<file path="src/rtl/core/mosa_pkg.sv">
// ----------------------------------------------------------------------------
// mosa_pkg: shared definitions for the oversampling averager
// Register codes, register widths, default sizes, state types and width helpers.
// ----------------------------------------------------------------------------
package mosa_pkg;

   // configuration register file
   localparam int CSR_INDEX_W       = 1;
   localparam int CSR_DATA_W        = 11;
   localparam int CHANNEL_COUNT_W   = 5;
   localparam int OVERSAMPLE_W      = 11;

   localparam logic [CSR_INDEX_W-1:0] CSR_CHANNEL_COUNT    = 1'b0;
   localparam logic [CSR_INDEX_W-1:0] CSR_OVERSAMPLE_FACTOR = 1'b1;

   localparam logic [CHANNEL_COUNT_W-1:0] CHANNEL_COUNT_RESET = 5'd1;
   localparam logic [OVERSAMPLE_W-1:0]    OVERSAMPLE_RESET    = 11'd1;

   // default sizes
   localparam int DEF_MAX_CHANNELS   = 16;
   localparam int DEF_MAX_OVERSAMPLE = 1024;
   localparam int DEF_SAMPLE_BITS    = 16;

   // width of an index into n entries, at least one bit
   function automatic int idx_width(input int n);
      int w;
      begin
         w = (n > 1) ? $clog2(n) : 1;
         return w;
      end
   endfunction

   // width that holds the value n itself
   function automatic int val_width(input int n);
      int w;
      begin
         w = (n > 0) ? $clog2(n + 1) : 1;
         return w;
      end
   endfunction

   typedef enum logic [1:0] {
      FE_IDLE,
      FE_ACC,
      FE_DRAIN_RD,
      FE_DRAIN_PUSH
   } front_state_type;

   typedef enum logic [1:0] {
      BK_IDLE,
      BK_DIV,
      BK_HOLD
   } back_state_type;

endpackage

</file>
<file path="src/rtl/core/mosa_queue.sv">
// ----------------------------------------------------------------------------
// mosa_queue: two-entry transaction queue
// Decouples the accumulating front end from the dividing back end.
// ----------------------------------------------------------------------------
module mosa_queue import mosa_pkg::*; #(
   parameter int WIDTH = 32
) (
   input  logic             clock,
   input  logic             reset,
   input  logic             in_valid,
   output logic             in_ready,
   input  logic [WIDTH-1:0] in_data,
   output logic             out_valid,
   input  logic             out_ready,
   output logic [WIDTH-1:0] out_data
);

   logic [WIDTH-1:0] entry_ff [2];
   logic             wr_ptr_ff, wr_ptr_in;
   logic             rd_ptr_ff, rd_ptr_in;
   logic [1:0]       count_ff, count_in;
   logic             push, pop;

   always_comb begin
      in_ready  = (count_ff != 2'd2);
      out_valid = (count_ff != 2'd0);
      out_data  = entry_ff[rd_ptr_ff];
      push      = in_valid && in_ready;
      pop       = out_valid && out_ready;
      wr_ptr_in = push ? ~wr_ptr_ff : wr_ptr_ff;
      rd_ptr_in = pop ? ~rd_ptr_ff : rd_ptr_ff;
      count_in  = count_ff;
      if (push && !pop) begin
         count_in = count_ff + 2'd1;
      end else if (pop && !push) begin
         count_in = count_ff - 2'd1;
      end
   end

   always_ff @(posedge clock) begin
      if (reset) begin
         wr_ptr_ff <= 1'b0;
         rd_ptr_ff <= 1'b0;
         count_ff  <= 2'd0;
      end else begin
         wr_ptr_ff <= wr_ptr_in;
         rd_ptr_ff <= rd_ptr_in;
         count_ff  <= count_in;
      end
   end

   always_ff @(posedge clock) begin
      if (push) begin
         entry_ff[wr_ptr_ff] <= in_data;
      end
   end

endmodule

</file>
<file path="src/rtl/core/mosa_front.sv">
// ----------------------------------------------------------------------------
// mosa_front: sample intake and per-channel accumulation
// Adds each sample into its channel sum, tracks pointer and scan count, and
// drains the sums into the queue when an output scan is due.
// ----------------------------------------------------------------------------
module mosa_front import mosa_pkg::*; #(
   parameter int MAX_CHANNELS   = DEF_MAX_CHANNELS,
   parameter int MAX_OVERSAMPLE = DEF_MAX_OVERSAMPLE,
   parameter int SAMPLE_BITS    = DEF_SAMPLE_BITS,
   localparam int CH_W  = idx_width(MAX_CHANNELS),
   localparam int N_W   = val_width(MAX_CHANNELS),
   localparam int F_W   = val_width(MAX_OVERSAMPLE),
   localparam int CNT_W = idx_width(MAX_OVERSAMPLE),
   localparam int SUM_W = SAMPLE_BITS + CNT_W,
   localparam int Q_W   = CH_W + SUM_W + 1
) (
   input  logic                   clock,
   input  logic                   reset,
   input  logic [N_W-1:0]         eff_n,
   input  logic [F_W-1:0]         eff_f,
   input  logic                   req_valid,
   output logic                   req_ready,
   input  logic [SAMPLE_BITS-1:0] req_raw_sample,
   output logic                   q_valid_o,
   input  logic                   q_ready_i,
   output logic [Q_W-1:0]         q_data_o
);

   front_state_type         state_ff, state_in;
   logic [CH_W-1:0]         ptr_ff, ptr_in;
   logic [CNT_W-1:0]        cnt_ff, cnt_in;
   logic [CH_W-1:0]         drain_ff, drain_in;
   logic [MAX_CHANNELS-1:0] vld_ff, vld_in;
   logic [SAMPLE_BITS-1:0]  sample_ff, sample_in;
   logic [SUM_W-1:0]        rd_data_ff;
   logic [SUM_W-1:0]        sums_mem [MAX_CHANNELS];
   logic [CH_W-1:0]         rd_addr;
   logic                    mem_we;
   logic [SUM_W-1:0]        acc_sum;
   logic [SUM_W-1:0]        drain_sum;
   logic                    scan_end, emit, drain_last;

   always_comb begin
      rd_addr    = (state_ff == FE_DRAIN_RD || state_ff == FE_DRAIN_PUSH) ? drain_ff : ptr_ff;
      acc_sum    = (vld_ff[ptr_ff] ? rd_data_ff : '0) + SUM_W'(sample_ff);
      drain_sum  = vld_ff[drain_ff] ? rd_data_ff : '0;
      scan_end   = (32'(ptr_ff) + 32'd1) >= 32'(eff_n);
      emit       = (32'(cnt_ff) + 32'd1) >= 32'(eff_f);
      drain_last = (32'(drain_ff) + 32'd1) >= 32'(eff_n);
      q_data_o   = {drain_ff, drain_sum, drain_last};

      state_in  = state_ff;
      ptr_in    = ptr_ff;
      cnt_in    = cnt_ff;
      drain_in  = drain_ff;
      vld_in    = vld_ff;
      mem_we    = 1'b0;
      q_valid_o = 1'b0;
      req_ready = (state_ff == FE_IDLE);
      sample_in = (req_valid && req_ready) ? req_raw_sample : sample_ff;

      case (state_ff)
         FE_IDLE: begin
            if (req_valid) begin
               state_in = FE_ACC;
            end
         end
         FE_ACC: begin
            mem_we         = 1'b1;
            vld_in[ptr_ff] = 1'b1;
            if (scan_end) begin
               ptr_in = '0;
               if (emit) begin
                  cnt_in   = '0;
                  drain_in = '0;
                  state_in = FE_DRAIN_RD;
               end else begin
                  cnt_in   = cnt_ff + CNT_W'(1);
                  state_in = FE_IDLE;
               end
            end else begin
               ptr_in   = ptr_ff + CH_W'(1);
               state_in = FE_IDLE;
            end
         end
         FE_DRAIN_RD: begin
            state_in = FE_DRAIN_PUSH;
         end
         FE_DRAIN_PUSH: begin
            q_valid_o = 1'b1;
            if (q_ready_i) begin
               if (drain_last) begin
                  // scan emitted: every sum restarts from zero
                  vld_in   = '0;
                  state_in = FE_IDLE;
               end else begin
                  drain_in = drain_ff + CH_W'(1);
                  state_in = FE_DRAIN_RD;
               end
            end
         end
         default: begin
            state_in = FE_IDLE;
         end
      endcase
   end

   always_ff @(posedge clock) begin
      if (reset) begin
         state_ff <= FE_IDLE;
         ptr_ff   <= '0;
         cnt_ff   <= '0;
         drain_ff <= '0;
         vld_ff   <= '0;
      end else begin
         state_ff <= state_in;
         ptr_ff   <= ptr_in;
         cnt_ff   <= cnt_in;
         drain_ff <= drain_in;
         vld_ff   <= vld_in;
      end
   end

   always_ff @(posedge clock) begin
      sample_ff <= sample_in;
   end

   // channel sums
   always_ff @(posedge clock) begin
      if (mem_we) begin
         sums_mem[ptr_ff] <= acc_sum;
      end
      rd_data_ff <= sums_mem[rd_addr];
   end

   assert property (@(posedge clock) disable iff (reset)
      32'(ptr_ff) < MAX_CHANNELS)
      else $error("channel pointer out of range");

   assert property (@(posedge clock) disable iff (reset)
      (req_valid && req_ready) |=> (state_ff == FE_ACC && sample_ff == $past(req_raw_sample)))
      else $error("accepted sample not captured for accumulation");

   assert property (@(posedge clock) disable iff (reset)
      q_valid_o |-> (32'(drain_ff) < 32'(eff_n)))
      else $error("drain index beyond channel count");

   assert property (@(posedge clock) disable iff (reset)
      (q_valid_o && q_ready_i && drain_last) |=> (vld_ff == '0 && cnt_ff == '0))
      else $error("sums not cleared after emission");

endmodule

</file>
<file path="src/rtl/core/mosa_back.sv">
// ----------------------------------------------------------------------------
// mosa_back: per-channel divide and result register
// Restoring divider, one quotient bit per cycle, feeding the rsp_ channel.
// ----------------------------------------------------------------------------
module mosa_back import mosa_pkg::*; #(
   parameter int MAX_CHANNELS   = DEF_MAX_CHANNELS,
   parameter int MAX_OVERSAMPLE = DEF_MAX_OVERSAMPLE,
   parameter int SAMPLE_BITS    = DEF_SAMPLE_BITS,
   localparam int CH_W  = idx_width(MAX_CHANNELS),
   localparam int F_W   = val_width(MAX_OVERSAMPLE),
   localparam int CNT_W = idx_width(MAX_OVERSAMPLE),
   localparam int SUM_W = SAMPLE_BITS + CNT_W,
   localparam int Q_W   = CH_W + SUM_W + 1,
   localparam int DC_W  = idx_width(SUM_W)
) (
   input  logic                   clock,
   input  logic                   reset,
   input  logic [F_W-1:0]         eff_f,
   input  logic                   q_valid_i,
   output logic                   q_ready_o,
   input  logic [Q_W-1:0]         q_data_i,
   output logic                   rsp_valid,
   input  logic                   rsp_ready,
   output logic [CH_W-1:0]        rsp_channel_index,
   output logic [SAMPLE_BITS-1:0] rsp_average_value,
   output logic                   rsp_last_of_scan
);

   back_state_type         state_ff, state_in;
   logic [F_W-1:0]         rem_ff, rem_in;
   logic [SUM_W-1:0]       quo_ff, quo_in;
   logic [DC_W-1:0]        step_ff, step_in;
   logic [CH_W-1:0]        idx_ff, idx_in;
   logic                   last_ff, last_in;
   logic                   out_valid_ff, out_valid_in;
   logic [CH_W-1:0]        out_idx_ff, out_idx_in;
   logic [SAMPLE_BITS-1:0] out_avg_ff, out_avg_in;
   logic                   out_last_ff, out_last_in;
   logic [F_W:0]           shifted;
   logic                   q_bit;
   logic                   out_free;

   always_comb begin
      shifted = {rem_ff, quo_ff[SUM_W-1]};
      q_bit   = (shifted >= {1'b0, eff_f});
      out_free = !out_valid_ff || rsp_ready;

      state_in     = state_ff;
      rem_in       = rem_ff;
      quo_in       = quo_ff;
      step_in      = step_ff;
      idx_in       = idx_ff;
      last_in      = last_ff;
      out_valid_in = out_valid_ff && !rsp_ready;
      out_idx_in   = out_idx_ff;
      out_avg_in   = out_avg_ff;
      out_last_in  = out_last_ff;
      q_ready_o    = 1'b0;

      case (state_ff)
         BK_IDLE: begin
            q_ready_o = 1'b1;
            if (q_valid_i) begin
               idx_in   = q_data_i[Q_W-1 -: CH_W];
               quo_in   = q_data_i[SUM_W:1];
               last_in  = q_data_i[0];
               rem_in   = '0;
               step_in  = '0;
               state_in = BK_DIV;
            end
         end
         BK_DIV: begin
            rem_in  = q_bit ? F_W'(shifted - {1'b0, eff_f}) : F_W'(shifted);
            quo_in  = {quo_ff[SUM_W-2:0], q_bit};
            step_in = step_ff + DC_W'(1);
            if (step_ff == DC_W'(SUM_W - 1)) begin
               state_in = BK_HOLD;
            end
         end
         BK_HOLD: begin
            if (out_free) begin
               out_valid_in = 1'b1;
               out_idx_in   = idx_ff;
               out_avg_in   = quo_ff[SAMPLE_BITS-1:0];
               out_last_in  = last_ff;
               state_in     = BK_IDLE;
            end
         end
         default: begin
            state_in = BK_IDLE;
         end
      endcase

      rsp_valid         = out_valid_ff;
      rsp_channel_index = out_idx_ff;
      rsp_average_value = out_avg_ff;
      rsp_last_of_scan  = out_last_ff;
   end

   always_ff @(posedge clock) begin
      if (reset) begin
         state_ff     <= BK_IDLE;
         out_valid_ff <= 1'b0;
      end else begin
         state_ff     <= state_in;
         out_valid_ff <= out_valid_in;
      end
   end

   always_ff @(posedge clock) begin
      rem_ff      <= rem_in;
      quo_ff      <= quo_in;
      step_ff     <= step_in;
      idx_ff      <= idx_in;
      last_ff     <= last_in;
      out_idx_ff  <= out_idx_in;
      out_avg_ff  <= out_avg_in;
      out_last_ff <= out_last_in;
   end

   assert property (@(posedge clock) disable iff (reset)
      (state_ff == BK_DIV) |-> (32'(rem_ff) < 32'(eff_f)))
      else $error("divider remainder not below divisor");

   assert property (@(posedge clock) disable iff (reset)
      (state_ff == BK_HOLD && out_free) |=> (rsp_valid && state_ff == BK_IDLE))
      else $error("finished quotient not moved to result register");

   assert property (@(posedge clock) disable iff (reset)
      (q_valid_i && q_ready_o) |=> (state_ff == BK_DIV && step_ff == '0))
      else $error("popped transaction did not start a divide");

endmodule

</file>
<file path="src/rtl/core/multichannel_oversample_averager.sv">
// ----------------------------------------------------------------------------
// multichannel_oversample_averager: boxcar decimation over interleaved channels
// Sums round-robin samples per channel and emits one averaged scan every
// oversample_factor scans.
// ----------------------------------------------------------------------------
// Usage:
//   req_ channel: one raw converter code per transaction, channels in
//   round-robin order starting at channel 0. Each sample occupies the front
//   end for a read of the channel sum, then an add and write back, and
//   req_ready is low until that is done, so samples are taken one at a time.
//   rsp_ channel: when a scan end completes the oversampling window, one
//   transaction per channel (0 .. channel_count-1, as clamped) carries sum / factor,
//   truncated, with rsp_last_of_scan on the final channel.
//   Drain: the front end moves the channel sums one at a time (read, then
//   push) into a two-entry queue; the back end divides each sum with a
//   restoring divider at one quotient bit per cycle, then loads it into the
//   result register. req_ready stays low until the last sum has entered
//   the queue.
//   Stall: if rsp_ready is low the result register holds, the divider holds
//   its quotient, the queue fills and the front end holds the drain.
//   Reset: channel pointer, scan counter and all sum valid flags clear
//   together (no clearing pass); channel_count and oversample_factor return to 1.
//   csr_ writes apply from the next sample; write only while idle.
// ----------------------------------------------------------------------------
module multichannel_oversample_averager import mosa_pkg::*; #(
   parameter int MAX_CHANNELS   = DEF_MAX_CHANNELS,
   parameter int MAX_OVERSAMPLE = DEF_MAX_OVERSAMPLE,
   parameter int SAMPLE_BITS    = DEF_SAMPLE_BITS,
   localparam int CH_W  = idx_width(MAX_CHANNELS),
   localparam int N_W   = val_width(MAX_CHANNELS),
   localparam int F_W   = val_width(MAX_OVERSAMPLE),
   localparam int CNT_W = idx_width(MAX_OVERSAMPLE),
   localparam int SUM_W = SAMPLE_BITS + CNT_W,
   localparam int Q_W   = CH_W + SUM_W + 1
) (
   input  logic                   clock,
   input  logic                   reset,
   // configuration
   input  logic                   csr_write_en,
   input  logic [CSR_INDEX_W-1:0] csr_index,
   input  logic [CSR_DATA_W-1:0]  csr_wdata,
   // samples
   input  logic                   req_valid,
   output logic                   req_ready,
   input  logic [SAMPLE_BITS-1:0] req_raw_sample,
   // averaged results
   output logic                   rsp_valid,
   input  logic                   rsp_ready,
   output logic [CH_W-1:0]        rsp_channel_index,
   output logic [SAMPLE_BITS-1:0] rsp_average_value,
   output logic                   rsp_last_of_scan
);

   logic [CHANNEL_COUNT_W-1:0] chan_count_ff, chan_count_in;
   logic [OVERSAMPLE_W-1:0]    factor_ff, factor_in;
   logic [N_W-1:0]             eff_n;
   logic [F_W-1:0]             eff_f;
   logic                       q_in_valid, q_in_ready;
   logic [Q_W-1:0]             q_in_data;
   logic                       q_out_valid, q_out_ready;
   logic [Q_W-1:0]             q_out_data;

   // register writes; unknown indexes are dropped
   always_comb begin
      chan_count_in = chan_count_ff;
      factor_in     = factor_ff;
      if (csr_write_en) begin
         case (csr_index)
            CSR_CHANNEL_COUNT: begin
               chan_count_in = csr_wdata[CHANNEL_COUNT_W-1:0];
            end
            CSR_OVERSAMPLE_FACTOR: begin
               factor_in = csr_wdata[OVERSAMPLE_W-1:0];
            end
            default: begin
               chan_count_in = chan_count_ff;
            end
         endcase
      end
   end

   always_ff @(posedge clock) begin
      if (reset) begin
         chan_count_ff <= CHANNEL_COUNT_RESET;
         factor_ff     <= OVERSAMPLE_RESET;
      end else begin
         chan_count_ff <= chan_count_in;
         factor_ff     <= factor_in;
      end
   end

   // clamp the registers: zero acts as one, large values saturate
   always_comb begin
      if (chan_count_ff == '0) begin
         eff_n = N_W'(1);
      end else if (32'(chan_count_ff) > 32'(MAX_CHANNELS)) begin
         eff_n = N_W'(MAX_CHANNELS);
      end else begin
         eff_n = N_W'(chan_count_ff);
      end

      if (factor_ff == '0) begin
         eff_f = F_W'(1);
      end else if (32'(factor_ff) > 32'(MAX_OVERSAMPLE)) begin
         eff_f = F_W'(MAX_OVERSAMPLE);
      end else begin
         eff_f = F_W'(factor_ff);
      end
   end

   // front end: accumulate, then drain sums when the window closes
   mosa_front #(
      .MAX_CHANNELS  (MAX_CHANNELS),
      .MAX_OVERSAMPLE(MAX_OVERSAMPLE),
      .SAMPLE_BITS   (SAMPLE_BITS)
   ) u_front (
      .clock         (clock),
      .reset         (reset),
      .eff_n         (eff_n),
      .eff_f         (eff_f),
      .req_valid     (req_valid),
      .req_ready     (req_ready),
      .req_raw_sample(req_raw_sample),
      .q_valid_o     (q_in_valid),
      .q_ready_i     (q_in_ready),
      .q_data_o      (q_in_data)
   );

   // queue of {channel, sum, last} transactions between the two halves
   mosa_queue #(
      .WIDTH(Q_W)
   ) u_queue (
      .clock    (clock),
      .reset    (reset),
      .in_valid (q_in_valid),
      .in_ready (q_in_ready),
      .in_data  (q_in_data),
      .out_valid(q_out_valid),
      .out_ready(q_out_ready),
      .out_data (q_out_data)
   );

   // back end: divide each sum by the factor and hand it out
   mosa_back #(
      .MAX_CHANNELS  (MAX_CHANNELS),
      .MAX_OVERSAMPLE(MAX_OVERSAMPLE),
      .SAMPLE_BITS   (SAMPLE_BITS)
   ) u_back (
      .clock            (clock),
      .reset            (reset),
      .eff_f            (eff_f),
      .q_valid_i        (q_out_valid),
      .q_ready_o        (q_out_ready),
      .q_data_i         (q_out_data),
      .rsp_valid        (rsp_valid),
      .rsp_ready        (rsp_ready),
      .rsp_channel_index(rsp_channel_index),
      .rsp_average_value(rsp_average_value),
      .rsp_last_of_scan (rsp_last_of_scan)
   );

endmodule
</file>
<file path="config.mk">
export PLATFORM = sky130hd
export DESIGN_NAME = multichannel_oversample_averager
export DESIGN_NICKNAME = d
export VERILOG_FILES = /design/src/rtl/core/mosa_pkg.sv /design/src/rtl/core/mosa_queue.sv /design/src/rtl/core/mosa_front.sv /design/src/rtl/core/mosa_back.sv /design/src/rtl/core/multichannel_oversample_averager.sv
export SDC_FILE = /design/constraint.sdc
export NUM_CORES = 1
export LEC_CHECK = 0
export ABC_AREA = 1
export BUFFER_PORTS_ARGS = -buffer_cell sky130_fd_sc_hd__buf_4
export CELL_PAD_IN_SITES_DETAIL_PLACEMENT = 0
export CELL_PAD_IN_SITES_GLOBAL_PLACEMENT = 1
export CORE_ASPECT_RATIO = 0.7
export CORE_MARGIN = 2
export CORE_UTILIZATION = 41
export CTS_BUF_LIST = sky130_fd_sc_hd__clkbuf_4 sky130_fd_sc_hd__clkbuf_8 sky130_fd_sc_hd__clkbuf_16
export DETAILED_ROUTE_END_ITERATION = 10
export PLACE_DENSITY = 0.73
export SYNTH_ARGS = -nofsm -noshare
export SYNTH_HDL_FRONTEND = slang
export SYNTH_SLANG_ARGS = --single-unit
</file>
<file path="constraint.sdc">
create_clock -name clock -period 3.9 [get_ports clock]
set_input_delay 0.39 -clock clock [delete_from_list [all_inputs] [get_ports clock]]
set_output_delay 0.39 -clock clock [all_outputs]
set_load 0.05 [all_outputs]
</file>
==> results.py, run 1 <==
metrics = {
    "die": {
        "dieArea_um2": 70600,
        "die_h_um": 223,
        "start_util": 0.413,
        "fp.dieW_um": 317,
        "core_um2": 68000,
        "rows": 80,
        "pin_count": 56,
    },
    "grt": {
        "grt-ovfl-total": 0,
        "antenna_found_initial": 0,
        "grt_usage": 0.193,
        "grt_pass1_vias": 17700,
        "grt_max_degree": 123,
        "grt_first_pass_wirelength_mm": 104,
    },
    "final_layout": {
        "diodes": 0,
        "multi_input_area_um2": 7680,
        "drive_gt1_frac": 0.109,
        "register_area_um2": 18600,
        "area_delta_synth_final_pct": 14.4,
        "fill_cells": 6059,
        "finalNonFillerCells": 3584,
        "final_nets": 2723,
    },
    "timing": {
        "max_clock_freq_ghz": 0.275,
        "worstMarginPinSlew_ns": 1.22,
        "hold_viol": 0,
        "drv_slew": 0,
        "layout_min_cycle_time_ns": 3.64,
        "relSlewSlack": 0.183,
        "setup_viol": 0,
        "rsz0062_at_grt": "false",
        "clock_skew_ns": 0.0340,
        "layout_worst_path_cycle_share": 0.933,
    },
    "power_and_ir_drop": {
        "power.total_w": 0.0182,
        "ir_drop_mv": 0.401,
        "p_leak_nw": 12.4,
        "p_per_area_nw_per_um2": 567,
    },
    "placed_design": {
        "io_buffer_count": 55,
        "hpwlAfterDp_mm": 39.7,
        "dp.cells": 3448,
        "place_congestion": 0.866,
    },
    "logic_synthesis": {
        "synth_edf_count": 562,
        "synth_nets": 2643,
        "syn_area_um2": 28100,
        "synth_cell_type_count": 48,
        "synthArstFlopShare": 0,
        "yosysWarningCount": 0,
        "ys_seq_area_frac": 0.662,
        "synthCells": 2551,
        "synth-main-ff-cell": "edfxtp_1",
        "syn_area_per_cell_um2": 11.0,
        "ys_seq_elements": 648,
    },
    "cts": {
        "numCtsBuffers": 59,
        "cts_tree": "built",
        "clock_path_buffers": 3,
        "path_clk_slew_ns": 0.07,
        "cts_num_sinks": 648,
        "clk_latency_ns": 0.66,
        "h-tree-depth": 2,
        "cts_root_buf": "clkbuf_16",
    },
    "setup_path": {
        "worstSetupStartpointType": "flip-flop",
        "crit_top_cell": "inv_1",
        "critPathMaxStageDelay_ns": 0.46,
        "cp_data_required_time_ns": 4.29,
        "critPathKind": "reg2reg",
        "cpMaxStageDelayCell": "a21boi_0",
        "endpoint_kind": "flip-flop",
        "arrival_ns": 4.03,
        "cp_max_fo": 17,
        "path_buf_inv": 5,
        "crit_chain": "buf_4, nand2_1, nand3_1, nand2_1, nand2_2, nand2_4, nor2_8, nor2_1, ha_1, inv_1, fa_1, inv_1, a21oi_1, o21ai_1, inv_1, o21bai_1, a21boi_0, o21ai_0, xor2_2, buf_12",
        "crit_family": "compound AO/OA/AOI/OAI gates",
    },
    "detailed_routing": {
        "routedWlPerCell_um": 19.1,
        "drtIter0Drc": 1603,
        "routed_via_density": 5.17,
        "num_vias": 18500,
        "dr.pass1.iters": 5,
        "drt-total-wl_mm": 68.3,
        "drc": 0,
        "ant_nets": 0,
    },
    "run": {
        "maxCapViolCount": 0,
    },
    "hold_path": {
        "hold_path_class": "in2reg",
    },
    "run_status": {
        "outcome": "complete, no violations",
    },
}
path summary, 6_finish.rpt:
check | start | endpoint | slack, ns | cells past startpoint
max reg2reg | u_front.ptr_ff[0]$_SDFFE_PP0P_ | u_front.sums_mem[8][14]$_DFFE_PP_ | 0.26 | 20
min reg2reg | u_back.idx_ff[3]$_DFFE_PP_ | u_back.rsp_channel_index[3]$_DFFE_PP_ | 0.43 | 0
max | u_front.ptr_ff[0]$_SDFFE_PP0P_ | u_front.sums_mem[8][14]$_DFFE_PP_ | 0.26 | 20
min | csr_wdata[8] | factor_ff[8]$_SDFFE_PP0P_ | 0.04 | 3
cell usage after synthesis (2+ instances only):
cell type  count  area share
nor2_2         2     0.00045
a21oi_1      211       0.038
nor3b_1        2     0.00053
xor2_1        28      0.0087
o221ai_1      11      0.0034
dfxtp_1       86       0.061
nor2_1       148       0.020
buf_2         59       0.011
o21ai_0      231       0.041
buf_4          8      0.0021
nand2_1      345       0.046
xnor2_1       11      0.0034
nand4_1       24      0.0053
edfxtp_1     562        0.60
o21ai_2        4      0.0012
nand3_1      173       0.031
a22oi_1        3     0.00080
o211ai_1      83       0.022
clkbuf_1      44      0.0059
a21boi_0       2     0.00053
buf_1          6     0.00080
mux2_2         5      0.0020
o21bai_1       3     0.00080
inv_1        366       0.049
nor3_1        22      0.0039
a31oi_1        4     0.00089
nor2_4         2     0.00080
a21o_1         4      0.0011
ha_1          57       0.025
nand2_4        3      0.0012
nor4_1         3     0.00067
nor3_2         2     0.00071
clkinv_1       8      0.0011
inv_2          6     0.00080
nand3b_1       2     0.00053
buf_6          3      0.0012
o21ai_1        3     0.00053
nand2_2        4     0.00089
fa_1           2      0.0014
cell families after synthesis:
logic type / after synthesis / share of synthesized area
simple gates: 735 / 0.113
flops: 648 / 0.662
mux: 6 / 0.00236
compound gates: 563 / 0.112
xor+xnor: 39 / 0.0122
buf+inv: 501 / 0.0716
fa+ha+maj: 59 / 0.0268
flip-flops by register name, indices dropped and copies added, names as in the netlist, 10 cells and up, named ones only:
signal / count
u_front.sums_mem: 416
u_queue.entry_ff: 62
u_back.quo_ff: 26
u_front.rd_data_ff: 26
u_back.rsp_average_value: 16
u_front.sample_ff: 16
u_front.vld_ff: 16
factor_ff: 11
u_back.rem_ff: 11
u_front.cnt_ff: 10
worst reg2reg max path, cell delays in order, from the launching register on:
cell      delay [ns]
dfxtp_1         0.37
buf_4           0.18
nand2_1         0.06
nand3_1         0.10
nand2_1         0.08
nand2_2         0.08
nand2_4         0.07
nor2_8          0.27
nor2_1          0.09
ha_1            0.21
inv_1           0.08
fa_1            0.20
inv_1           0.05
a21oi_1         0.13
o21ai_1         0.11
inv_1           0.11
o21bai_1        0.10
a21boi_0        0.46
o21ai_0         0.25
xor2_2          0.23
buf_12          0.16
report_power, final:
group / switching [W] / leakage, nW / internal, W / total [W]
registers: 0.000320 / 5.86 / 0.00860 / 0.00892
clock network: 0.00263 / 1.03 / 0.00346 / 0.00609
logic: 0.00226 / 5.49 / 0.000934 / 0.00320
per-stage QoR:
stage	cell area, um^2	TNS [ns]	setup WS [ns]	hold WS [ns]	utilization
2_1_floorplan	28100	0	0.285	0.400	-
3_3_place_gp	29700	0	0.0467	0.425	0.437
3_5_place_dp	29700	-4.01	-0.0964	0.414	0.437
4_1_cts	32000	0	0.00429	0.000952	0.471
5_1_grt	32100	0	0.00240	0.0369	0.473
6_report	32100	0	0.261	0.0414	0.473
final cells by class:
cell class / count / area share
repair inverters: 1 / 0.000234
clock buffers: 82 / 0.0527
flip-flops and latches: 648 / 0.579
repair buffers: 138 / 0.0378
multi-input cells: 1402 / 0.239
inverters: 381 / 0.0447
well taps: 902 / 0.0351
clock inverters: 30 / 0.0114
placed cells by master, fill, tap and decap left out, types with 14 or more instances in the layout:
| cell | n |
|---|---|
| inv_1 | 365 |
| clkbuf_4 | 16 |
| clkinv_2 | 14 |
| nand4_1 | 24 |
| clkbuf_16 | 59 |
| nor2_1 | 144 |
| nor3_2 | 18 |
| a21oi_1 | 211 |
| nand3_1 | 173 |
| o21ai_0 | 231 |
| o211ai_1 | 83 |
| ha_1 | 57 |
| edfxtp_1 | 562 |
| xor2_1 | 23 |
| dlygate4sd3_1 | 21 |
| dfxtp_1 | 84 |
| nand2_1 | 343 |
| buf_4 | 107 |
layer usage:
| metal | global-route usage | wire (um) | vias to the layer above |
|---|---|---|---|
| met5 | 0 | 0 | - |
| met4 | 0.0575 | 1570 | 0 |
| met3 | 0.0302 | 3940 | 100 |
| met2 | 0.309 | 31800 | 495 |
| met1 | 0.271 | 31000 | 8958 |
| li1 | - | - | 8988 |
what timing repair did:
action                     4_1_cts  5_1_grt
gates resized for setup          5        9
cloned                           0        1
hold buffers                    21        0
hold endpoints to repair        23        0
setup endpoints to repair       80      112
pin swaps                        0        1
buffers inserted                 0        2
Note: power is estimated with default switching activity, not from simulation.
==> run 2: changes to the inputs <==
- ABC_AREA: 1 -> unset
- PLACE_DENSITY: 0.73 -> 0.7
==> run 2 against run 1 <==
Net effect:
- clock skew decreased by 0.017 ns
- utilization up 1.3 points
- largest power group unchanged
- setup slack worse by 0.067 ns
- register-to-register slack lost 0.07 ns
- global-route usage shrank 0.66 points
- critical path type unchanged
- combinational power shrank 23%
- flip-flop and latch count unchanged
- synthesized area shrank 4.3%
- clock-buffer cell count decreased by 4
- highest routed layer unchanged
==> results.py, run 2 <==
metrics = {
    "final_layout": {
        "layout_commonest_cell": "edfxtp_1",
        "largestRegisters": "u_front.sums_mem (416), u_queue.entry_ff (62)",
        "diodes": 0,
        "area_delta_synth_final_pct": 17.0,
        "largest_register_ffs": 416,
        "final_cell_mix": "edfxtp_1, nand2_1, buf_4, mux4_2, dfxtp_1",
        "fin_util": 0.485,
        "final_nets": 1906,
        "stdcell_area_um2": 31500,
        "drive_gt1_frac": 0.247,
        "top_register": "u_front.sums_mem",
    },
    "setup_path": {
        "cp-startpoint": "u_front.ptr_ff[0]$_SDFFE_PP0P_",
        "path_buf_inv": 5,
        "crit_family": "simple AND/OR/NAND/NOR gates",
        "critPathKind": "reg2reg",
        "crit_top_cell": "buf_4",
        "cp_data_required_time_ns": 4.39,
        "cp_max_fo": 16,
        "endpoint_kind": "flip-flop",
        "critPathMaxStageDelay_ns": 0.54,
        "crit_chain": "mux4_2, mux2i_4, o21ai_4, buf_4, buf_4, buf_4, and2_1, ha_1, nand3_1, buf_4, nor3_1, a21oi_2, or3_1, a21boi_2, buf_6",
        "worstSetupStartpointType": "flip-flop",
        "cpMaxStageDelayCell": "mux4_2",
        "timing.rr.start": "u_front.ptr_ff[0]$_SDFFE_PP0P_",
        "arrival_ns": 4.19,
    },
    "die": {
        "dieArea_um2": 67600,
        "die_h_um": 218,
        "pin_count": 56,
        "start_util": 0.415,
        "rows": 78,
        "core_um2": 64800,
        "fp.dieW_um": 310,
    },
    "placed_design": {
        "place_congestion": 0.821,
        "placed_area_um2": 28900,
        "place_ws_ns": -0.399,
        "hpwlAfterDp_mm": 38.6,
        "io_buffer_count": 55,
    },
    "timing": {
        "max_clock_freq_ghz": 0.270,
        "hold_viol": 0,
        "setup_tns_ns": 0,
        "rsz0062_at_grt": "false",
        "drv_slew": 0,
        "layout_min_cycle_time_ns": 3.71,
        "worstMarginPinSlew_ns": 1.23,
        "relSlewSlack": 0.175,
        "layout_worst_path_cycle_share": 0.950,
        "setup_viol": 0,
        "clock_skew_ns": 0.0173,
        "worst_slack_ns": 0.194,
    },
    "grt": {
        "grt_max_degree": 56,
        "grt-ovfl-total": 0,
        "grt_usage": 0.186,
        "grt_pass1_vias": 14800,
        "grt_first_pass_wirelength_mm": 93.4,
        "antenna_found_initial": 4,
    },
    "logic_synthesis": {
        "synthCells": 1653,
        "synthArstFlopShare": 0,
        "yosysWarningCount": 0,
        "yosysMostFrequentCell": "edfxtp_1",
        "syn_area_per_cell_um2": 16.3,
        "yosys.area.top_type_share": 0.628,
        "synthTopCellsByArea": "edfxtp_1, mux4_2, dfxtp_1",
        "synth_edf_count": 562,
        "synth_common_cells": "edfxtp_1, nand2_1, mux4_2, nor2_1, dfxtp_1",
        "yosys.area.top_type": "edfxtp_1",
        "synth_cell_type_count": 73,
        "ys_seq_area_frac": 0.692,
        "ys_seq_elements": 648,
        "synth_nets": 1745,
        "synth-main-ff-cell": "edfxtp_1",
        "syn_area_um2": 26900,
    },
    "cts": {
        "path_clk_slew_ns": 0.06,
        "numCtsBuffers": 61,
        "h-tree-depth": 2,
        "clock_path_buffers": 3,
        "clk_latency_ns": 0.64,
        "cts_tree": "built",
        "cts_num_sinks": 648,
        "cts_root_buf": "clkbuf_16",
    },
    "detailed_routing": {
        "dr.pass1.iters": 5,
        "drt-total-wl_mm": 62.8,
        "drtIter0Drc": 1522,
        "num_vias": 14900,
        "routed_via_density": 5.44,
        "ant_nets": 0,
        "routedWlPerCell_um": 22.9,
        "drc": 0,
    },
    "power_and_ir_drop": {
        "ir_drop_mv": 0.325,
        "power.total_w": 0.0173,
        "p_leak_nw": 11.0,
        "p_per_area_nw_per_um2": 551,
    },
    "run_status": {
        "outcome": "complete, no violations",
    },
    "run": {
        "maxCapViolCount": 0,
    },
    "hold_path": {
        "hp-start": "req_valid",
        "hold_path_class": "in2reg",
    },
}
==> run 2: cell count changes after synthesis, sizes merged, moves of 38 or more <==
cell and delta:
inv -351, nand2 -207, o21ai -189, a21oi -166, nand3 -152, mux4 +113, and2 +81, o211ai -79
nor2 -65, a31oi +40, mux2i +39, buf -38
==> run 2: where the power goes <==
part           switching, W  leakage (nW)  internal (W)  total, W
logic               0.00143          4.04       0.00101   0.00245
clock network       0.00258          1.07       0.00365   0.00623
registers          0.000335          5.86       0.00831   0.00864
==> run 2: kinds of logic after synthesis <==
group	Yosys count	synth area share
flip-flops	648	0.692
AND/OR/NAND/NOR	407	0.0753
AO/OA/AOI/OAI	237	0.0587
multiplexers	160	0.113
buffers and inverters	98	0.0183
adder cells (fa/ha/maj)	59	0.0280
XOR/XNOR	44	0.0143
==> run 2: layer usage <==
layer,GRT usage,vias to the layer above,part of all wire
met3,0.0344,86,0.073
met2,0.268,507,0.43
met4,0.0464,0,0.018
met1,0.290,7611,0.48
met5,0,-,0
li1,-,6738,-
==> run 2: area by class of cell <==
cell class | count | area (um^2)
flip-flops and latches | 648 | 18600
clock buffers | 78 | 1720
clock inverters | 37 | 407
inverters | 23 | 86.3
fillers | 5493 | 33300
multi-input cells | 909 | 8060
repair buffers | 171 | 1480
well taps | 880 | 1100
==> run 2: final timing paths <==
path | cells after the start | end | slack, ns
max | 15 | u_front.sums_mem[5][24]$_DFFE_PP_ | 0.19
min | 4 | u_front.state_ff[0]$_SDFFE_PP0P_ | 0.14
max reg2reg | 15 | u_front.sums_mem[5][24]$_DFFE_PP_ | 0.19
min reg2reg | 0 | u_back.rsp_channel_index[1]$_DFFE_PP_ | 0.42
==> run 2: per-stage QoR <==
step	hold slack (ns)	std cells
floorplan	0.400	1653
global placement	0.405	2601
detailed placement	0.405	2601
CTS	0.111	2743
global route	0.160	2746
finish	0.144	2746
==> run 2: repair_timing <==
action | CTS | global route
setup endpoints to repair | 230 | 237
hold buffers | 27 | 0
endpoints found under the hold margin | 31 | 0
buffers inserted | 0 | 1
resized for setup | 16 | 20
pin swaps | 0 | 3
gates cloned | 0 | 2
==> run 2: tightest hold or removal path: cells and delay by family <==
kind | cells | cell delay (ns)
compound gates | 1 | 0.05
buf+inv | 1 | 0.09
simple gates | 2 | 0.22
==> run 3: changes to the inputs <==
- CTS_BUF_LIST: sky130_fd_sc_hd__clkbuf_4 sky130_fd_sc_hd__clkbuf_8 sky130_fd_sc_hd__clkbuf_16 -> sky130_fd_sc_hd__clkbuf_4
==> run 3 against run 2 <==
Net effect:
- wire length up 2.6%
- largest power group unchanged
- register-to-register slack got worse by 0.03 ns
- utilization grew 0.39 points
==> results.py, run 3 (same netlist as run 2, synthesis figures left out) <==
metrics = {
    "timing": {
        "drv_slew": 0,
        "clock_skew_ns": 0.0682,
        "max_clock_freq_ghz": 0.268,
        "worst_slack_ns": 0.168,
        "layout_worst_path_cycle_share": 0.957,
        "layout_min_cycle_time_ns": 3.73,
        "hold_viol": 0,
        "setup_tns_ns": 0,
        "worstMarginPinSlew_ns": 1.15,
        "relSlewSlack": 0.231,
        "setup_viol": 0,
    },
    "detailed_routing": {
        "routedWlPerCell_um": 21.9,
        "drt-total-wl_mm": 64.4,
        "num_vias": 15700,
        "drtIter0Drc": 1655,
        "routed_via_density": 5.34,
        "dr.pass1.iters": 5,
        "ant_nets": 0,
        "drc": 0,
    },
    "final_layout": {
        "final_nets": 2027,
        "top_register": "u_front.sums_mem",
        "final_cell_mix": "edfxtp_1, clkbuf_4, nand2_1, buf_4, mux4_2",
        "largestRegisters": "u_front.sums_mem (416), u_queue.entry_ff (62)",
        "drive_gt1_frac": 0.296,
        "largest_register_ffs": 416,
        "layout_commonest_cell": "edfxtp_1",
        "area_delta_synth_final_pct": 18.0,
    },
    "power_and_ir_drop": {
        "p_per_area_nw_per_um2": 537,
        "p_leak_nw": 11.3,
        "power.total_w": 0.0170,
        "ir_drop_mv": 0.271,
    },
    "setup_path": {
        "cp_data_required_time_ns": 4.64,
        "cp_max_fo": 16,
        "worstSetupStartpointType": "flip-flop",
        "rrSetupSlack_ns": 0.17,
        "endpoint_kind": "flip-flop",
        "reg2reg_depth": 14,
        "critPathKind": "reg2reg",
        "arrival_ns": 4.47,
        "endpoint": "u_front.sums_mem[0][22]$_DFFE_PP_",
        "r2r-end": "u_front.sums_mem[0][22]$_DFFE_PP_",
        "timing.rr.start": "u_front.ptr_ff[0]$_SDFFE_PP0P_",
        "cp-startpoint": "u_front.ptr_ff[0]$_SDFFE_PP0P_",
    },
    "placed_design": {
        "io_buffer_count": 55,
        "hpwlAfterDp_mm": 38.6,
        "place_ws_ns": -0.399,
        "place_congestion": 0.821,
    },
    "die": {
        "die_h_um": 218,
        "pin_count": 56,
        "rows": 78,
        "dieArea_um2": 67600,
        "start_util": 0.415,
        "core_um2": 64800,
        "fp.dieW_um": 310,
    },
    "grt": {
        "antenna_found_initial": 8,
        "grt_usage": 0.193,
        "grt-ovfl-total": 0,
        "grt_max_degree": 56,
        "grt_first_pass_wirelength_mm": 96.3,
        "grt_pass1_vias": 15700,
    },
    "cts": {
        "numCtsBuffers": 157,
        "cts_num_sinks": 648,
        "h-tree-depth": 4,
        "clock_path_buffers": 3,
        "path_clk_slew_ns": 0.07,
        "clk_latency_ns": 0.97,
        "cts_root_buf": "clkbuf_4",
        "cts_tree": "built",
    },
    "hold_path": {
        "hold_depth": 2,
        "hold_path_class": "in2reg",
    },
    "run": {
        "maxCapViolCount": 0,
    },
    "run_status": {
        "outcome": "complete, no violations",
    },
}
[run 3: changes by cell type in the layout (fill, tap and decap cells not counted), sizes merged]
cell	change
and2	-1
bufinv	-3
clkbuf	+170
clkinv	-1
clkinvlp	+1
diode	+2
dlygate4sd3	+26
[run 3: per-stage QoR]
stage                     instance area (um^2)  instances  hold slack, ns   util
after floorplan                          26900       1653           0.400      -
after global placement                   28900       2601           0.405  0.446
after detailed placement                 28900       2601           0.405  0.446
after CTS                                31600       2936          0.0577  0.488
after global routing                     31700       2940           0.119  0.489
final                                    31700       2940           0.175  0.489
[run 3: worst min-delay path by stage]
stage | slack, ns | from | endpoint
final | 0.18 | req_raw_sample[0] | u_front.sample_ff[0]$_DFFE_PP_
after CTS | 0.06 | req_raw_sample[0] | u_front.sample_ff[0]$_DFFE_PP_
after global routing | 0.12 | req_raw_sample[0] | u_front.sample_ff[0]$_DFFE_PP_
after floorplan | 0.40 | u_back.idx_ff[0]$_DFFE_PP_ | u_back.rsp_channel_index[0]$_DFFE_PP_
after global placement | 0.41 | u_back.idx_ff[0]$_DFFE_PP_ | u_back.rsp_channel_index[0]$_DFFE_PP_
after detailed placement | 0.40 | u_back.idx_ff[0]$_DFFE_PP_ | u_back.rsp_channel_index[0]$_DFFE_PP_
[run 3: layout make-up]
class,instances,area [um^2]
Timing Repair Buffer,197,1740
Multi-Input combinational cell,908,8040
Antenna cell,2,5.00
Inverter,23,86.3
Tap cell,880,1100
Clock buffer,248,1860
Clock inverter,34,274
Sequential cell,648,18600
Fill cell,5607,33100
[run 3: repair_timing]
action	CTS	global route
buffers inserted	0	1
endpoints found under the setup margin	247	252
cloned	0	1
gates resized for setup	14	19
endpoints found under the hold margin	50	0
pin swaps	0	3
hold buffers	53	0
[run 3: report_power, final]
| group | switching, W | internal [W] | total [W] |
|---|---|---|---|
| registers | 0.000336 | 0.00830 | 0.00864 |
| logic | 0.00144 | 0.00102 | 0.00247 |
| clock network | 0.00270 | 0.00321 | 0.00591 |
| total | 0.00448 | 0.0125 | 0.0170 |
[run 3: worst max-delay path, stage by stage (launching register included)]
cell	delay, ns
dfxtp_2	0.36
mux4_2	0.54
mux2i_4	0.25
o21ai_4	0.15
buf_4	0.16
and2_1	0.15
ha_1	0.30
a21o_1	0.18
a31o_2	0.21
a21oi_1	0.24
o31ai_4	0.12
buf_4	0.17
a21oi_2	0.18
xnor2_1	0.13
and2_2	0.35
[run 3: routing by layer]
| layer | wire length (um) | share of wire | vias to the layer above | global-route usage |
|---|---|---|---|---|
| li1 | - | - | 7102 | - |
| met1 | 30700 | 0.48 | 7935 | 0.293 |
| met2 | 28000 | 0.43 | 565 | 0.274 |
| met3 | 4670 | 0.073 | 88 | 0.0391 |
| met4 | 1100 | 0.017 | 0 | 0.0713 |
| met5 | 0 | 0 | - | 0 |
